<file path="src/rtl/speq_pkg.sv">
// Shared types and constants for the sorted priority event queue.
// No dependencies; used by every module of the block except speq_ram.
`timescale 1ns / 1ps

package speq_pkg;

    localparam logic CMD_PUSH = 1'b0;
    localparam logic CMD_POP  = 1'b1;

    typedef struct packed {
        logic        [7:0]  pri;
        logic        [3:0]  code;
        logic signed [15:0] amt;
        logic        [7:0]  sys;
        logic        [7:0]  res;
    } t_entry;

    typedef enum logic [1:0] {
        S_IDLE,
        S_PUSH_CHK,
        S_PUSH_CMP,
        S_POP_OUT
    } t_state;

    typedef enum logic [1:0] {
        RD_HEAD,
        RD_KM1,
        RD_KM2
    } t_rd_sel;

    typedef struct packed {
        logic    capture;
        logic    rd_en;
        t_rd_sel rd_sel;
        logic    shift_wr;
        logic    ins_wr;
        logic    pop_done;
        logic    res_load;
    } t_dp_cmd;

    typedef struct packed {
        logic full;
        logic empty;
        logic k_zero;
        logic k_one;
        logic greater;
    } t_dp_sts;

endpackage

</file>
<file path="src/rtl/speq_ram.sv">
// Generic simple dual-port RAM: one write port, one read port, registered read.
// No dependencies.
`timescale 1ns / 1ps

module speq_ram #(
    parameter int WIDTH = 44,
    parameter int DEPTH = 16
) (
    input  logic                     i_clk,
    input  logic                     i_wr_en,
    input  logic [$clog2(DEPTH)-1:0] i_wr_addr,
    input  logic [WIDTH-1:0]         i_wr_data,
    input  logic                     i_rd_en,
    input  logic [$clog2(DEPTH)-1:0] i_rd_addr,
    output logic [WIDTH-1:0]         o_rd_data
);

    logic [WIDTH-1:0] r_mem [DEPTH];
    logic [WIDTH-1:0] r_rd_data;

    always_ff @(posedge i_clk) begin
        if (i_wr_en) begin
            r_mem[i_wr_addr] <= i_wr_data;
        end
        if (i_rd_en) begin
            r_rd_data <= r_mem[i_rd_addr];
        end
    end

    assign o_rd_data = r_rd_data;

endmodule

</file>
<file path="src/rtl/speq_ctrl.sv">
// Controller state machine of the sorted priority event queue.
// Depends on speq_pkg; drives the datapath command struct.
`timescale 1ns / 1ps

module speq_ctrl (
    input  logic              i_clk,
    input  logic              i_rst_n,
    input  logic              i_start,
    input  logic              i_command,
    input  speq_pkg::t_dp_sts i_sts,
    output speq_pkg::t_dp_cmd o_cmd,
    output logic              o_busy
);

    speq_pkg::t_state r_state;
    speq_pkg::t_state n_state;

    always_ff @(posedge i_clk) begin
        if (!i_rst_n) begin
            r_state <= speq_pkg::S_IDLE;
        end else begin
            r_state <= n_state;
        end
    end

    always_comb begin
        n_state = r_state;
        unique case (r_state)
            speq_pkg::S_IDLE: begin
                if (i_start) begin
                    if (i_command == speq_pkg::CMD_PUSH) begin
                        if (!i_sts.full) begin
                            n_state = speq_pkg::S_PUSH_CHK;
                        end
                    end else if (!i_sts.empty) begin
                        n_state = speq_pkg::S_POP_OUT;
                    end
                end
            end
            speq_pkg::S_PUSH_CHK: begin
                if (i_sts.k_zero) begin
                    n_state = speq_pkg::S_IDLE;
                end else begin
                    n_state = speq_pkg::S_PUSH_CMP;
                end
            end
            speq_pkg::S_PUSH_CMP: begin
                if (i_sts.greater) begin
                    n_state = speq_pkg::S_IDLE;
                end else if (i_sts.k_one) begin
                    n_state = speq_pkg::S_PUSH_CHK;
                end
            end
            speq_pkg::S_POP_OUT: begin
                n_state = speq_pkg::S_IDLE;
            end
            default: begin
                n_state = speq_pkg::S_IDLE;
            end
        endcase
    end

    always_comb begin
        o_cmd = '0;
        o_cmd.rd_sel = speq_pkg::RD_HEAD;
        unique case (r_state)
            speq_pkg::S_IDLE: begin
                if (i_start) begin
                    if (i_command == speq_pkg::CMD_PUSH) begin
                        if (i_sts.full) begin
                            o_cmd.res_load = 1'b1;
                        end else begin
                            o_cmd.capture = 1'b1;
                        end
                    end else if (i_sts.empty) begin
                        o_cmd.res_load = 1'b1;
                    end else begin
                        o_cmd.rd_en  = 1'b1;
                        o_cmd.rd_sel = speq_pkg::RD_HEAD;
                    end
                end
            end
            speq_pkg::S_PUSH_CHK: begin
                if (i_sts.k_zero) begin
                    o_cmd.ins_wr   = 1'b1;
                    o_cmd.res_load = 1'b1;
                end else begin
                    o_cmd.rd_en  = 1'b1;
                    o_cmd.rd_sel = speq_pkg::RD_KM1;
                end
            end
            speq_pkg::S_PUSH_CMP: begin
                if (i_sts.greater) begin
                    o_cmd.ins_wr   = 1'b1;
                    o_cmd.res_load = 1'b1;
                end else begin
                    o_cmd.shift_wr = 1'b1;
                    if (!i_sts.k_one) begin
                        o_cmd.rd_en  = 1'b1;
                        o_cmd.rd_sel = speq_pkg::RD_KM2;
                    end
                end
            end
            speq_pkg::S_POP_OUT: begin
                o_cmd.pop_done = 1'b1;
                o_cmd.res_load = 1'b1;
            end
            default: begin
                o_cmd = '0;
            end
        endcase
    end

    assign o_busy = (r_state != speq_pkg::S_IDLE);

endmodule

</file>
<file path="src/rtl/speq_dp.sv">
// Datapath: circular entry store in RAM, head and count, insertion walk, result registers.
// Depends on speq_pkg and speq_ram.
`timescale 1ns / 1ps

module speq_dp #(
    parameter int DEPTH = 16
) (
    input  logic               i_clk,
    input  logic               i_rst_n,
    input  speq_pkg::t_dp_cmd  i_cmd,
    output speq_pkg::t_dp_sts  o_sts,
    input  logic [7:0]         i_priority_req,
    input  logic [3:0]         i_status_code,
    input  logic signed [15:0] i_amount,
    input  logic [7:0]         i_system_handle,
    input  logic [7:0]         i_resource_handle,
    output logic               o_done,
    output logic               o_ok,
    output speq_pkg::t_entry   o_ent,
    output logic [4:0]         o_occupancy
);

    localparam int AW = $clog2(DEPTH);
    localparam int CW = $clog2(DEPTH + 1);
    localparam int EW = $bits(speq_pkg::t_entry);

    logic [AW-1:0]    r_head;
    logic [CW-1:0]    r_count;
    logic [CW-1:0]    n_count;
    logic [CW-1:0]    r_k;
    speq_pkg::t_entry r_item;
    logic             r_done;
    logic             r_ok;
    speq_pkg::t_entry r_res;
    logic [4:0]       r_occ;

    speq_pkg::t_entry rd_ent;
    logic [EW-1:0]    rd_data;
    logic [AW-1:0]    rd_addr;
    logic [AW-1:0]    wr_addr;
    speq_pkg::t_entry wr_ent;
    logic             wr_en;
    logic [31:0]      cnt_ext;

    function automatic logic [AW-1:0] f_phys(input logic [AW-1:0] head,
                                              input logic [CW-1:0] lpos);
        logic [CW:0] s;
        s = (CW + 1)'(head) + {1'b0, lpos};
        if (s >= (CW + 1)'(DEPTH)) begin
            s = s - (CW + 1)'(DEPTH);
        end
        return s[AW-1:0];
    endfunction

    assign rd_ent  = speq_pkg::t_entry'(rd_data);
    assign wr_en   = i_cmd.shift_wr | i_cmd.ins_wr;
    assign wr_addr = f_phys(r_head, r_k);
    assign wr_ent  = i_cmd.shift_wr ? rd_ent : r_item;

    always_comb begin
        unique case (i_cmd.rd_sel)
            speq_pkg::RD_HEAD: rd_addr = r_head;
            speq_pkg::RD_KM1:  rd_addr = f_phys(r_head, r_k - CW'(1));
            speq_pkg::RD_KM2:  rd_addr = f_phys(r_head, r_k - CW'(2));
            default:           rd_addr = r_head;
        endcase
    end

    speq_ram #(
        .WIDTH (EW),
        .DEPTH (DEPTH)
    ) u_ram (
        .i_clk     (i_clk),
        .i_wr_en   (wr_en),
        .i_wr_addr (wr_addr),
        .i_wr_data (EW'(wr_ent)),
        .i_rd_en   (i_cmd.rd_en),
        .i_rd_addr (rd_addr),
        .o_rd_data (rd_data)
    );

    always_comb begin
        n_count = r_count;
        if (i_cmd.ins_wr) begin
            n_count = r_count + CW'(1);
        end else if (i_cmd.pop_done) begin
            n_count = r_count - CW'(1);
        end
    end

    assign cnt_ext = 32'(n_count);

    always_ff @(posedge i_clk) begin
        if (!i_rst_n) begin
            r_head  <= '0;
            r_count <= '0;
            r_done  <= 1'b0;
        end else begin
            r_count <= n_count;
            r_done  <= i_cmd.res_load;
            if (i_cmd.pop_done) begin
                if (r_head == AW'(DEPTH - 1)) begin
                    r_head <= '0;
                end else begin
                    r_head <= r_head + AW'(1);
                end
            end
        end
    end

    always_ff @(posedge i_clk) begin
        if (i_cmd.capture) begin
            r_item.pri  <= i_priority_req;
            r_item.code <= i_status_code;
            r_item.amt  <= i_amount;
            r_item.sys  <= i_system_handle;
            r_item.res  <= i_resource_handle;
            r_k         <= r_count;
        end else if (i_cmd.shift_wr) begin
            r_k <= r_k - CW'(1);
        end
        if (i_cmd.res_load) begin
            r_ok  <= i_cmd.ins_wr | i_cmd.pop_done;
            r_res <= i_cmd.pop_done ? rd_ent : '0;
            r_occ <= cnt_ext[4:0];
        end
    end

    assign o_sts.full    = (r_count == CW'(DEPTH));
    assign o_sts.empty   = (r_count == '0);
    assign o_sts.k_zero  = (r_k == '0);
    assign o_sts.k_one   = (r_k == CW'(1));
    assign o_sts.greater = (rd_ent.pri > r_item.pri);

    assign o_done      = r_done;
    assign o_ok        = r_ok;
    assign o_ent       = r_res;
    assign o_occupancy = r_occ;

endmodule

</file>
<file path="src/rtl/sorted_priority_event_queue.sv">
// Top level of the sorted priority event queue.
// Depends on speq_pkg, speq_ctrl, speq_dp (which holds speq_ram).
`timescale 1ns / 1ps

// Events are kept in a RAM-backed circular list sorted by descending priority;
// a push lands ahead of all entries of equal or lower priority. Every item
// returns exactly one result, shown for one cycle with o_done; the receiver
// cannot stall it. A new item is taken when start is high and busy is low.
// Steps per item: a rejected push (queue full) or a pop of an empty queue is
// answered from the idle state; a pop reads the head entry and returns it from
// the pop output state; a push captures the event, then its insertion walk
// moves one stored entry per cycle, through the single read and single write
// port of the entry RAM, until it finds the slot for the new event.

module sorted_priority_event_queue #(
    parameter int DEPTH = 16
) (
    input  logic               i_clk,
    input  logic               i_rst_n,
    input  logic               start,
    output logic               busy,
    input  logic               i_command,
    input  logic [7:0]         i_priority_req,
    input  logic [3:0]         i_status_code,
    input  logic signed [15:0] i_amount,
    input  logic [7:0]         i_system_handle,
    input  logic [7:0]         i_resource_handle,
    output logic               o_done,
    output logic               o_ok,
    output logic [7:0]         o_out_priority,
    output logic [3:0]         o_out_status_code,
    output logic signed [15:0] o_out_amount,
    output logic [7:0]         o_out_system_handle,
    output logic [7:0]         o_out_resource_handle,
    output logic [4:0]         o_occupancy
);

    speq_pkg::t_dp_cmd cmd;
    speq_pkg::t_dp_sts sts;
    speq_pkg::t_entry  res_ent;

    speq_ctrl u_ctrl (
        .i_clk     (i_clk),
        .i_rst_n   (i_rst_n),
        .i_start   (start),
        .i_command (i_command),
        .i_sts     (sts),
        .o_cmd     (cmd),
        .o_busy    (busy)
    );

    speq_dp #(
        .DEPTH (DEPTH)
    ) u_dp (
        .i_clk             (i_clk),
        .i_rst_n           (i_rst_n),
        .i_cmd             (cmd),
        .o_sts             (sts),
        .i_priority_req    (i_priority_req),
        .i_status_code     (i_status_code),
        .i_amount          (i_amount),
        .i_system_handle   (i_system_handle),
        .i_resource_handle (i_resource_handle),
        .o_done            (o_done),
        .o_ok              (o_ok),
        .o_ent             (res_ent),
        .o_occupancy       (o_occupancy)
    );

    assign o_out_priority        = res_ent.pri;
    assign o_out_status_code     = res_ent.code;
    assign o_out_amount          = res_ent.amt;
    assign o_out_system_handle   = res_ent.sys;
    assign o_out_resource_handle = res_ent.res;

endmodule

</file>
<file path="config.mk">
export PLATFORM = sky130hd
export DESIGN_NAME = sorted_priority_event_queue
export DESIGN_NICKNAME = d
export VERILOG_FILES = /design/src/rtl/speq_pkg.sv /design/src/rtl/speq_ram.sv /design/src/rtl/speq_ctrl.sv /design/src/rtl/speq_dp.sv /design/src/rtl/sorted_priority_event_queue.sv
export SDC_FILE = /design/constraint.sdc
export NUM_CORES = 1
export LEC_CHECK = 0
export ABC_AREA = 1
export CORE_MARGIN = 3
export CORE_UTILIZATION = 55
export DETAILED_ROUTE_END_ITERATION = 8
export DONT_BUFFER_PORTS = 1
export PLACE_DENSITY_LB_ADDON = 0.15
export SYNTH_ARGS = -nofsm -noshare
export SYNTH_HDL_FRONTEND = slang
export SYNTH_SLANG_ARGS = --single-unit
</file>
<file path="constraint.sdc">
create_clock -name i_clk -period 4 [get_ports i_clk]
set_input_delay 0 -clock i_clk [delete_from_list [all_inputs] [get_ports i_clk]]
set_output_delay 0 -clock i_clk [all_outputs]
set_load 0.01 [all_outputs]
</file>
# Word-level counts from Yosys, hierarchy flattened
# Memory sizes are Yosys's and may differ from the RTL's. A register that Yosys moved wholly into a read port is not among the register bits.
# Cells that the tools add are included.
# totals
register_bits	111
ramBits	704
input_bits	48
out_inout_bits	52
word_cells	93
memories	1
# memory_table
memory	depth	width	read_ports	rd_ports_with_merged_regs	wr	line_no	text
u_dp.u_ram.r_mem	16	44	1	1	1	speq_ram.sv:18	logic [WIDTH-1:0] r_mem [DEPTH];
# op_classes
addsub	11
n_lt_le_gt_ge	4
eq_ne	12
muxes	40
bitwise	2
reduce_logical	6
# op_table
cell	n
$mux W44	1
$mux W4	6
$mux W5	4
$add A4 B5 Y6	3
$ge A6 B5 Y1 const B	3
$mux W2	7
$mux W1	13
$mux W3	4
$sub A4 B1 Y4 const B	3
$logic_not A5 Y1	2
$sub A5 B1 Y5 const B	2
$pmux W3 S3	1
$gt A8 B8 Y1	1
$pmux W2 S4	1
$pmux W4 S2	1
$eq A2 B2 Y1 const B	3
$ne A3 B3 Y1 const B	2
$add A5 B1 Y5 const B	1
$eq A5 B1 Y1 const B	1
$eq A5 B5 Y1 const B	1
$sub A5 B2 Y5 const B	1
$add A4 B1 Y4 const B	1
$eq A2 B1 Y1 const B	2
$eq A4 B4 Y1 const B	1
8 further kinds	10

# Logic depth before layout (Yosys ltp)
# Gate-level depths: netlist (run 1).
# depth
depth_word	7
ltp_mapped	28
mapped_depth_nobuf	25

# Hierarchy
# A second synthesis (run 1) with hierarchy kept.
# unflattened
cells_unflattened	3478
hier_area_um2	36815.3
# by_module_without_submodules
module	n_inst	cells_each	area_per_inst_um2	seq_area_each_um2
speq_ram	1	2903	31383.8	22461.5
speq_dp	1	523	5116.2	3173.0
speq_ctrl	1	52	315.3	40.0

# Worst setup path before layout (run 1)
# Ideal clock, no wire load.
# synth_path
path_kind	reg2reg
start	reg u_dp.u_ram.r_rd_data[43], in the netlist u_dp.u_ram.o_rd_data[43], read port of u_dp.u_ram.r_mem
end	reg u_dp.u_ram.r_rd_data[0], in the netlist u_dp.u_ram.o_rd_data[0], read port of u_dp.u_ram.r_mem (enable)
setup_time_ps	472
arrival_time_ps	3600
required_ps	3528
slack_ps	-72
path_stages_with_launch	9
n_path_buf	1
period_less_slack_ps	4072
cell_sequence	edfxtp_1 ha_1 a21o_1 nor2_1 nand2_1 nand2_1 buf_2 nand3_1 a31oi_1
# synth_rtl
item	line_no	text
from (decl)	speq_ram.sv:19	logic [WIDTH-1:0] r_rd_data;

# Worst setup path after layout (run 1)
# layout_path
start	reg u_dp.u_ram.r_rd_data[43], in the netlist u_dp.u_ram.o_rd_data[43], read port of u_dp.u_ram.r_mem
end	reg u_dp.u_ram.r_rd_data[26], in the netlist u_dp.u_ram.o_rd_data[26], read port of u_dp.u_ram.r_mem, data pin
# layout_between
elab_chain_cells	5
elab_cells_between_ends	6
classes_between	order compare (1); eq/ne (2); mux (3)
# layout_rtl
item	line_no	text
$gt A8 B8 Y1 (*)	speq_dp.sv:133	assign o_sts.greater = (rd_ent.pri > r_item.pri);
$mux W4 (*)	speq_ctrl.sv:93	if (i_sts.greater) begin
$pmux W3 S3 (*)	speq_ctrl.sv:66	unique case (r_state)
$eq A2 B2 Y1 / $eq A2 B1 Y1 (equally long branches)	speq_dp.sv:61	unique case (i_cmd.rd_sel)
$pmux W4 S2	speq_dp.sv:61	
# Every way passes the cells marked *; elsewhere a longest branch is shown, timed or not.
# A chain may end at the register's enable or synchronous reset.

==> flow_metrics.tcl, run 1 <==
set metrics [dict create \
    final-setup-viol-count 85 \
    grt_pass1_wl_um 132000 \
    track_usage_pct 26.0 \
    synth-edff-count 847 \
    syn_nets 2947 \
    synthArstFlopShare_pct 0 \
    dieArea_mm2 0.0675 \
    dieWidth_um 260 \
    cp.arrival_ns 4.50 \
    synth_area_per_cell_um2 12.3 \
    p_sw_w 0.0144 \
    power_report.internal_total_w 0.0227 \
    ir_worst_vdd_uv 759 \
    globalplace.congestion 0.836 \
    use_met2_pct 41.4 \
    synth_ff_type "edfxtp_1" \
    grt-ovfl-total 0 \
    fmax_mhz 242 \
    drc 0 \
    start_kind "flop" \
    pwr-share-clk_pct 20.9 \
    pre_cts_ws_ns -0.141 \
    synth_cell_types 31 \
    hold_viol 0 \
    first_pass_iters 7 \
    hold_class "in2reg" \
    slew-limit-headroom_pct 17.5 \
    synth_commonest_cells "edfxtp_1 (847), nand2_1 (365), inv_1 (354)" \
    viasPerCell 5.92 \
    final_layout_size_suffix_gt1_share_pct 11.3 \
    clk_path_buf_depth 3 \
    antenna_found_initial 0 \
    numCtsBuffers 86 \
    start_util_pct 55.9 \
    htreeDepth 3 \
    portBuffers 0 \
    gr-max-usage-layer "met2" \
    swShare_pct 38.8 \
    power_frac_seq_pct 34.3 \
    grtUsageMet3_pct 3.90 \
    synth_area_mm2 0.0354 \
    slew_violations 0 \
    crit_type "reg2reg" \
    synth_top_area_share_pct 71.8 \
    clock_sinks 859 \
    ys_seq_elements 859 \
    grt_max_degree 109 \
    pin_count 100 \
    grt_pass1_vias 22000 \
    finalSetupTns_ns -4.92 \
    cts_tree "done" \
    post-route-period-util_pct 103 \
    area_growth_pct 18.5 \
    vias 23400 \
    rows 92 \
    drtIter0Drc 2960 \
    antennaDiodeCount 0 \
    skew_ns 0.0193 \
    wl_per_cell_um 23.5 \
    violations "negative setup slack" \
    yosysWarnings 0 \
    p_comb_share_pct 44.8 \
    synth_top_area_cell "edfxtp_1" \
    worstSkewPairLatency_ns 0.63 \
    nets 3103 \
    grt_use_met1_pct 37.1 \
    cp.required_ns 4.38 \
    powerDensity_mw_per_mm2 883 \
    clkTransAtPathRegs_ns 0.06 \
    crit_path_max_fanout 11 \
    fp.dieH_um 260 \
    syn_inst 2871 \
    ys_seq_area_share_pct 72.5 \
    end_kind "flop" \
    rsz0062_at_grt "yes" \
    cts-root-buf "clkbuf_16" \
    post-synth-top-count-cell "edfxtp_1" \
    wirelength_um 92700 \
    synthTopCellsByArea "edfxtp_1 (72%), a21oi_1 (4.6%), nand2_1 (3.9%), o21ai_0 (3.8%), inv_1 (3.7%)" \
    tightest_slew_ns 1.24 \
    min_period_ns 4.12 \
    hpwl_um 45200 \
    maxCapViolCount 0 \
    status "finished, violations left" \
    worst_slack_ns -0.124 \
    ant_nets 0 \
    fp.coreArea_mm2 0.0634 \
    p_leak_nw 15.3 \
]
registers in the layout, summed over array words and instances (netlist names):
name and cells:
u_dp.u_ram.r_mem 704, u_dp.o_done 1, u_dp.o_occupancy 5, u_dp.u_ram.o_rd_data 44
u_dp.r_head 4, u_dp.o_ent 44, u_ctrl.r_state 2, u_dp.r_item 44
u_dp.r_k 5, u_dp.o_ok 1, u_dp.r_count 5
power by group through the flow:
stage,clock (W),combinational [W],sequential [W]
2_1_floorplan,0,0.00925,0.0128
3_3_place_gp,0,0.0134,0.0129
3_5_place_dp,0,0.0137,0.0129
4_1_cts,0.00785,0.0147,0.0127
5_1_grt,0.00824,0.0181,0.0128
6_report,0.00774,0.0166,0.0127
kinds of logic after synthesis:
group / Yosys count / synth area share, %
adder cells (fa/ha/maj): 28 / 1.03
XOR/XNOR: 15 / 0.371
AO/OA/AOI/OAI: 875 / 13.0
AND/OR/NAND/NOR: 559 / 7.00
flip-flops: 859 / 72.5
buffers and inverters: 535 / 6.11
per-layer routing:
metal | up-vias | part of all wire (%) | routed length (µm)
li1 | 10600 | - | -
met1 | 11400 | 40 | 37200
met2 | 1122 | 47 | 43700
met3 | 191 | 9.2 | 8550
met4 | 0 | 3.4 | 3180
met5 | - | 0 | 0
final cells by class:
| cell class | count | area (µm²) |
|---|---|---|
| multi-input cells | 1477 | 7930 |
| repair buffers | 248 | 3300 |
| clock buffers | 114 | 2340 |
| flip-flops and latches | 859 | 25700 |
| fillers | 4596 | 21400 |
| well taps | 846 | 1060 |
| clock inverters | 43 | 349 |
| inverters | 355 | 1330 |
critical path, stage by stage (launching register included):
cell and delay, ns:
edfxtp_1 0.38, ha_1 0.33, a21o_1 0.20, nor2_2 0.17, nand2_1 0.11, nand2_2 0.14, nand3_2 0.10, nor2_2 0.10
ha_2 0.21, buf_4 0.13, nand2_1 0.06, o21ai_2 0.07, inv_1 0.07, fa_1 0.57, o21ai_4 0.07, buf_12 0.14
buf_6 0.13, clkbuf_16 0.17, buf_12 0.13, buf_16 0.14, o211ai_1 0.10, nand3b_1 0.14, nand4_1 0.14, nand2_1 0.06
path summary, 6_finish.rpt:
kind,from,end,slack [ns],depth (start not counted)
max,u_dp.u_ram.o_rd_data[43],u_dp.u_ram.o_rd_data[26],-0.12,23
min,i_rst_n,u_ctrl.r_state[0],0.17,3
max reg2reg,u_dp.u_ram.o_rd_data[43],u_dp.u_ram.o_rd_data[26],-0.12,23
min reg2reg,u_dp.u_ram.o_rd_data[17],u_dp.o_ent[17],0.54,2
stage by stage:
step           instance area (µm²)  hold slack, ns  power, W  instances  utilization (%)
5_1_grt                      42000           0.150    0.0392       3942             66.2
3_3_place_gp                 37100          0.0989    0.0263       3631             58.5
2_1_floorplan                35400          0.0989    0.0220       2871                -
3_5_place_dp                 37100          0.0989    0.0266       3631             58.5
6_report                     42000           0.172    0.0371       3942             66.2
4_1_cts                      41200           0.111    0.0353       3912             64.9
cell usage in the layout, fill, tap and decap left out, types with 4 or more instances in the layout:
| master | count |
|---|---|
| a21oi_1 | 315 |
| nor2_4 | 18 |
| clkinv_1 | 14 |
| nor2_1 | 22 |
| buf_4 | 65 |
| clkinv_2 | 18 |
| ha_1 | 21 |
| nand3_1 | 52 |
| xor2_1 | 11 |
| clkbuf_16 | 105 |
| edfxtp_1 | 847 |
| nand3b_1 | 45 |
| inv_1 | 353 |
| buf_6 | 11 |
| nand2_4 | 5 |
| dlygate4sd3_1 | 91 |
| o211ai_1 | 88 |
| o21ai_2 | 7 |
| clkbuf_1 | 24 |
| a21oi_2 | 14 |
| dfxtp_1 | 12 |
| nand4_1 | 46 |
| nand2_1 | 350 |
| buf_12 | 48 |
| nand2_2 | 14 |
| buf_16 | 12 |
| o21ai_1 | 211 |
| bufinv_16 | 5 |
| buf_8 | 5 |
| ha_2 | 4 |
| o21ai_0 | 236 |
what timing repair did:
action | CTS | global route
pin swaps | 4 | 16
resized for setup | 28 | 89
endpoints found under the hold margin | 77 | 0
hold buffers | 92 | 0
setup buffers | 26 | 9
gates cloned | 6 | 23
endpoints found under the setup margin | 494 | 769
Power figures use the tool's default switching activity.
==> run 2: changes to the inputs <==
--- a/config.mk
+++ b/config.mk
@@ -6,10 +6,11 @@
 export NUM_CORES = 1
 export LEC_CHECK = 0
 export ABC_AREA = 1
+export BUFFER_PORTS_ARGS = -buffer_cell sky130_fd_sc_hd__buf_2
 export CORE_MARGIN = 3
 export CORE_UTILIZATION = 55
+export CTS_BUF_LIST = sky130_fd_sc_hd__clkbuf_8
 export DETAILED_ROUTE_END_ITERATION = 8
-export DONT_BUFFER_PORTS = 1
 export PLACE_DENSITY_LB_ADDON = 0.15
 export SYNTH_ARGS = -nofsm -noshare
 export SYNTH_HDL_FRONTEND = slang
==> flow_metrics.tcl, run 2 (same netlist as run 1, synthesis figures left out) <==
set metrics [dict create \
    grt_pass1_vias 22900 \
    swShare_pct 39.6 \
    finalSetupTns_ns -5.99 \
    clkTransAtPathRegs_ns 0.05 \
    hpwl_um 47100 \
    skew_ns 0.0256 \
    r2r_start "u_dp.u_ram.o_rd_data[42]" \
    p_comb_share_pct 46.7 \
    hold_viol 0 \
    worst_slack_ns -0.142 \
    crit_path_max_fanout 11 \
    worstSkewPairLatency_ns 0.77 \
    final_common_cell "edfxtp_1" \
    drtIter0Drc 2850 \
    largest_reg_flops 704 \
    clk_path_buf_depth 3 \
    start_util_pct 55.9 \
    cpPeakStageDelay_ns 0.44 \
    regArea_mm2 0.0257 \
    cp.required_ns 4.45 \
    p_leak_nw 15.8 \
    vias 23900 \
    violations "negative setup slack" \
    globalplace.congestion 0.812 \
    fp.coreArea_mm2 0.0634 \
    portBuffers 99 \
    cts_tree "done" \
    wl_per_cell_um 22.5 \
    hold_class "in2reg" \
    power_frac_seq_pct 34.9 \
    fp.dieH_um 260 \
    first_pass_iters 6 \
    pwr-share-clk_pct 18.4 \
    r2r_slack_ns -0.14 \
    rows 92 \
    clock_sinks 859 \
    min_from "i_rst_n" \
    powerDensity_mw_per_mm2 851 \
    power_report.internal_total_w 0.0218 \
    fin_area_mm2 0.0424 \
    htreeDepth 4 \
    rsz0062_at_grt "yes" \
    slew_violations 0 \
    area_growth_pct 19.6 \
    nets 3266 \
    dieWidth_um 260 \
    cp.arrival_ns 4.59 \
    ant_nets 0 \
    crit_path_frequent_cell "buf_4" \
    holdWs_ns 0.0957 \
    numCtsBuffers 139 \
    final_layout_size_suffix_gt1_share_pct 15.2 \
    multiInputGateArea_mm2 0.00797 \
    pin_count 100 \
    layout_common_cells "edfxtp_1 (847), inv_1 (399), nand2_1 (356), a21oi_1 (311), o21ai_0 (231)" \
    start_kind "flop" \
    dp_cells 3743 \
    top_register "u_dp.u_ram.r_mem" \
    crit_chain "ha_4 > nand2_4 > nor2_4 > nand4_1 > nand2_4 > nand3_4 > buf_4 > buf_4 > buf_4 > buf_4 > buf_4 > buf_4 > buf_4 > buf_4 > buf_4 > buf_4 > buf_4 > buf_4 > buf_4 > buf_4 > buf_4 > a31oi_4 > buf_12 > clkbuf_16" \
    slew-limit-headroom_pct 14.3 \
    maxCapViolCount 0 \
    fmax_mhz 241 \
    p_sw_w 0.0143 \
    worstReg2RegEnd "u_dp.u_ram.o_rd_data[2]" \
    fill_cells 4479 \
    final_util_pct 66.8 \
    end_kind "flop" \
    final-setup-viol-count 62 \
    post_dp_cell_area_mm2 0.0378 \
    stdcell_count 4136 \
    tightest_slew_ns 1.29 \
    drc 0 \
    cts-root-buf "clkbuf_8" \
    cp_slowest_cell "edfxtp_1" \
    ir_worst_vdd_uv 625 \
    wirelength_um 93000 \
    track_usage_pct 27.0 \
    antenna_found_initial 1 \
    viasPerCell 5.78 \
    hold_depth 4 \
    status "finished, violations left" \
    grt_max_degree 95 \
    min_period_ns 4.14 \
    dieArea_mm2 0.0675 \
    post-route-period-util_pct 104 \
    ff2ff_path_depth 24 \
    crit_type "reg2reg" \
    grt_pass1_wl_um 136000 \
    hold_path_end "u_dp.r_head[1]" \
    grt-ovfl-total 0 \
]
run 2: repair_timing:
item	CTS	global route
setup endpoints to repair	43	88
endpoints found under the hold margin	76	0
resized for setup	61	79
pin swaps	28	35
setup buffers	30	14
hold buffers	92	0
cloned	10	11
run 2: power groups by stage:
stage	Combinational, W	Clock (W)	Sequential, W
3_3_place_gp	0.0138	0	0.0127
2_1_floorplan	0.00925	0	0.0128
5_1_grt	0.0184	0.00715	0.0127
4_1_cts	0.0156	0.00676	0.0126
6_report	0.0168	0.00664	0.0126
3_5_place_dp	0.0142	0	0.0128
run 2: how the worst max path moves through the flow:
stage | startpoint | slack [ns] | to | depth (start not counted)
6_report | u_dp.u_ram.o_rd_data[42] | -0.14 | u_dp.u_ram.o_rd_data[2] | 24
5_1_grt | u_dp.u_ram.o_rd_data[43] | -0.27 | u_dp.u_ram.o_rd_data[19] | 25
4_1_cts | u_dp.u_ram.o_rd_data[41] | -0.07 | u_dp.u_ram.o_rd_data[6] | 25
3_5_place_dp | u_dp.u_ram.o_rd_data[43] | -0.12 | u_dp.u_ram.o_rd_data[38] | 22
3_3_place_gp | u_dp.u_ram.o_rd_data[41] | -0.04 | u_dp.u_ram.o_rd_data[24] | 23
2_1_floorplan | u_dp.u_ram.o_rd_data[43] | 0.10 | u_dp.u_ram.r_mem[0][0] | 11
run 2: through the flow:
stage / worst slack (ns) / total power [W]
CTS: -0.0681 / 0.0350
floorplan: 0.105 / 0.0220
global route: -0.267 / 0.0382
detailed placement: -0.120 / 0.0269
finish: -0.142 / 0.0361
global placement: -0.0366 / 0.0266
run 2: final cells by class:
| class | count | area share (%) |
|---|---|---|
| clock buffers | 146 | 4.74 |
| repair buffers | 358 | 9.29 |
| inverters | 355 | 3.14 |
| multi-input cells | 1477 | 18.8 |
| clock inverters | 94 | 0.918 |
| flip-flops and latches | 859 | 60.6 |
| well taps | 846 | 2.50 |
| diodes | 1 | 0.00591 |
run 2: per-layer routing:
metal	vias up	routed length, µm	GRT usage (%)
met5	-	0	0
met4	0	2510	10.1
met3	185	8040	4.75
met2	1133	44100	42.9
met1	11700	38300	37.7
li1	10900	-	-
run 2: critical path: cells and delay by family, from the launching register on:
| family | cells | cell delay [ns] |
|---|---|---|
| AOI/OAI and AO/OA | 1 | 0.19 |
| DFF | 1 | 0.44 |
| adders and majority gates | 1 | 0.31 |
| buffers and inverters | 17 | 2.26 |
| and+or+nand+nor | 5 | 0.62 |
